`src/hdl/kba_pkg.sv`:
```
`default_nettype none
package kba_pkg;

  typedef enum logic [2:0] {
    OP_ALLOC   = 3'd0,
    OP_REALLOC = 3'd1,
    OP_FREE    = 3'd2,
    OP_LOOKUP  = 3'd3,
    OP_COMPACT = 3'd4,
    OP_LIST    = 3'd5
  } op_e;

  typedef enum logic [2:0] {
    STS_OK      = 3'd0,
    STS_PRESENT = 3'd1,
    STS_MISSING = 3'd2,
    STS_NOSPACE = 3'd3,
    STS_FULL    = 3'd4,
    STS_DIRTY   = 3'd5
  } status_e;

  typedef enum logic [4:0] {
    S_IDLE   = 5'b00001,
    S_SCAN   = 5'b00010,
    S_DECIDE = 5'b00100,
    S_APPLY  = 5'b01000,
    S_EMIT   = 5'b10000
  } state_t;

  localparam int ID_W  = 32;
  localparam int LEN_W = 17;
  localparam int OFF_W = 16;

endpackage
`default_nettype wire

```
`src/hdl/kba_cell.sv`:
```
`default_nettype none
// One table slot: {key, offset, count, dirty, valid}; valid and dirty reset low.
module kba_cell
  import kba_pkg::*;
#(
  parameter int W = 8
) (
  input  wire logic         clk,
  input  wire logic         rst_n,
  input  wire logic         shift,
  input  wire logic [W-1:0] d_in,
  output logic      [W-1:0] q
);

  logic [W-1:0] q_r;

  always_ff @(posedge clk) begin
    if (!rst_n) begin
      q_r[1:0] <= 2'b00;
    end else if (shift) begin
      q_r[1:0] <= d_in[1:0];
    end
  end

  always_ff @(posedge clk) begin
    if (shift) begin
      q_r[W-1:2] <= d_in[W-1:2];
    end
  end

  assign q = q_r;

endmodule
`default_nettype wire

```
`config.mk`:
```
export PLATFORM = sky130hd
export DESIGN_NAME = kba_cell
export DESIGN_NICKNAME = d
export VERILOG_FILES = /design/src/hdl/kba_pkg.sv /design/src/hdl/kba_cell.sv
export SDC_FILE = /design/constraint.sdc
export NUM_CORES = 1
export LEC_CHECK = 0
export BUFFER_PORTS_ARGS = -buffer_cell sky130_fd_sc_hd__buf_4
export CELL_PAD_IN_SITES_DETAIL_PLACEMENT = 0
export CELL_PAD_IN_SITES_GLOBAL_PLACEMENT = 1
export CORE_AREA = 2 2 39 41
export CTS_CLUSTER_SIZE = 25
export DETAILED_ROUTE_END_ITERATION = 7
export DIE_AREA = 0 0 41 43
export GPL_ROUTABILITY_DRIVEN = 0
export PLACE_DENSITY_LB_ADDON = 0.12
export SYNTH_ARGS = -nofsm -noshare
export SYNTH_HDL_FRONTEND = slang
export SYNTH_SLANG_ARGS = --single-unit
```
`constraint.sdc`:
```
create_clock -name clk -period 1.7 [get_ports clk]
set_clock_uncertainty 0.05 [all_clocks]
set_input_delay 0.34 -clock clk [delete_from_list [all_inputs] [get_ports clk]]
set_output_delay 0.34 -clock clk [all_outputs]
set_load 0.005 [all_outputs]
```
==> impl_metrics.tcl <==
set metrics [dict create \
    row_count 14 \
    via_per_inst 3.71 \
    final-hold-violation-count 0 \
    comb_power_share_pct 11.5 \
    r2r-start "q[0]" \
    timing.final.ws_setup_ns 0.565 \
    synth_top_area_share_pct 71.3 \
    slew_violations 0 \
    fin_crit_sh_pct 66.8 \
    grt_pass1_wl_um 710 \
    yosys_warnings 0 \
    synth_cell_types 4 \
    wl_per_cell_um 9.55 \
    dieWidth_um 41 \
    crit_chain "buf_4" \
    p_int_uw 340 \
    fmax_ghz 0.881 \
    netlist.top_cell.by_area "edfxtp_1" \
    antenna_found_initial 0 \
    p_leak_uw 0.000192 \
    tightest_slew_ns 0.121 \
    insertedDiodeCount 0 \
    die_area_sq_um 1760 \
    worst-path-buf-inv 1 \
    rsz0062_at_grt "no" \
    min_from "d_in[7]" \
    cts_tree "built" \
    layout-drive-gt1-share_pct 63.6 \
    cts-resized-gates 0 \
    gr-total-overflow 0 \
    multiInputGateArea_sq_um 32.5 \
    grt_usage_pct 6.77 \
    clkPwrFrac_pct 33.1 \
    cts_max_level 1 \
    coreArea_sq_um 1380 \
    drcViolationCount 0 \
    drtIter0Drc 0 \
    port_buffers 18 \
    status "complete, no violations" \
    start_util_pct 18.3 \
    pwr-share-seq_pct 55.3 \
    cts.hold.buffers_added 0 \
    drtAntennaViolNets 0 \
    hold_end "q[7]" \
    crit_slowest_cell "edfxtp_1" \
    cp.required_ns 1.31 \
    holdCritPathClass "input pin to register" \
    synth.area.top_cells "edfxtp_1 (71%), dfxtp_1 (16%), mux2i_1 (7.9%), nor2b_1 (5.0%)" \
    critical_path.endpoint_type "output pin" \
    period_needed_ns 1.14 \
    drt-total-wl_um 468 \
    cts.path.max_buffers 2 \
    powerDensity_nw_per_um2 965 \
    hpwl_um 377 \
    grt_pass1_vias 182 \
    synthCells 12 \
    cap_violations 0 \
    setup_viol 0 \
    setup-tns-final_ns 0 \
    syn-num-nets 23 \
    fillers 149 \
    syn_avg_cell_area_sq_um 21.1 \
    clkTransAtPathRegs_ns 0.05 \
    crit_arrival_ns 0.75 \
    critical-path-max-stage-delay_ns 0.36 \
    num_io_pins 19 \
    ys_seq_elements 8 \
    cts_sinks 8 \
    dr.pass1.iters 1 \
    worst-path-max-fanout 1 \
    cp_top_family "flip-flops" \
    maxSlewHeadroom_pct 91.7 \
    cts_made_buffers 3 \
    startpoint "q[6]" \
    start_kind "register" \
    ir_drop_uv 373 \
    final_common_cell "buf_4" \
    synth_area_sq_um 253 \
    reg2reg_depth 2 \
    reg2reg_to "q[0]" \
    register_area_sq_um 220 \
    min_path_cells 1 \
    final_nets 46 \
    p_switching_uw 75.8 \
    yosysSeqAreaShare_pct 87.1 \
    path_class "register to output pin" \
    pre_cts_slack_ns 0.776 \
    die_h_um 43 \
    cts-root-buf "clkbuf_4" \
    layout.cells.most_common_list "buf_4 (18), edfxtp_1 (6), clkbuf_4 (3)" \
    grt_max_degree 9 \
    post_cts_buffers 0 \
    clock_latency_ns 0.24 \
    regToRegSetupSlack_ns 1.06 \
    largest_reg_flops 8 \
    p_sw_share_pct 18.2 \
    vias 182 \
    synthToLayoutAreaGrowth_pct 70.3 \
]
kinds of logic after synthesis:
group | after synthesis | share of synthesized area [%]
AND/OR/NAND/NOR | 2 | 4.95
flip-flops | 8 | 87.1
multiplexers | 2 | 7.92
per-layer routing:
layer | wire length (um) | global-route usage, % | part of all wire [%] | up-vias
met2 | 208 | 8.75 | 44 | 14
met3 | 70 | 4.71 | 15 | 0
met5 | 0 | 0 | 0 | -
met4 | 0 | 6.00 | 0 | 0
met1 | 189 | 6.91 | 40 | 81
li1 | - | - | - | 87
how the worst max path moves through the flow:
stage	endpoint	cells past startpoint	slack, ns
final	q[6]	1	0.56
after global placement	q[0]	3	0.80
after CTS	q[2]	1	0.55
after detailed placement	q[0]	3	0.78
after global routing	q[5]	1	0.52
after floorplan	q[2]	0	0.95
area by class of cell:
cell class | instances | share of cell area [%]
Sequential cell | 8 | 51.2
Timing Repair Buffer | 18 | 31.4
Multi-Input combinational cell | 4 | 7.56
Clock buffer | 3 | 5.23
Tap cell | 16 | 4.65
synthesized netlist by cell type (all sizes together):
library cell and instances:
edfxtp 6, nor2b 2, mux2i 2, dfxtp 2
power groups by stage:
| stage | combinational, uW | clock (uW) | sequential [uW] |
|---|---|---|---|
| after global routing | 53.1 | 161 | 231 |
| after floorplan | 4.68 | 0 | 236 |
| after global placement | 48.4 | 0 | 233 |
| after CTS | 48.9 | 145 | 230 |
| final | 47.9 | 138 | 230 |
| after detailed placement | 48.9 | 0 | 234 |
through the flow:
step / power [uW] / cells / utilization [%] / instance area, sq um / hold slack, ns
global route: 445 / 49 / 31.1 / 430 / 0.198
CTS: 424 / 49 / 31.1 / 430 / 0.211
detailed placement: 283 / 46 / 29.5 / 408 / 0.464
floorplan: 241 / 12 / - / 253 / 0.389
finish: 415 / 49 / 31.1 / 430 / 0.222
global placement: 282 / 46 / 29.5 / 408 / 0.457
Power figures use the tool's default switching activity.
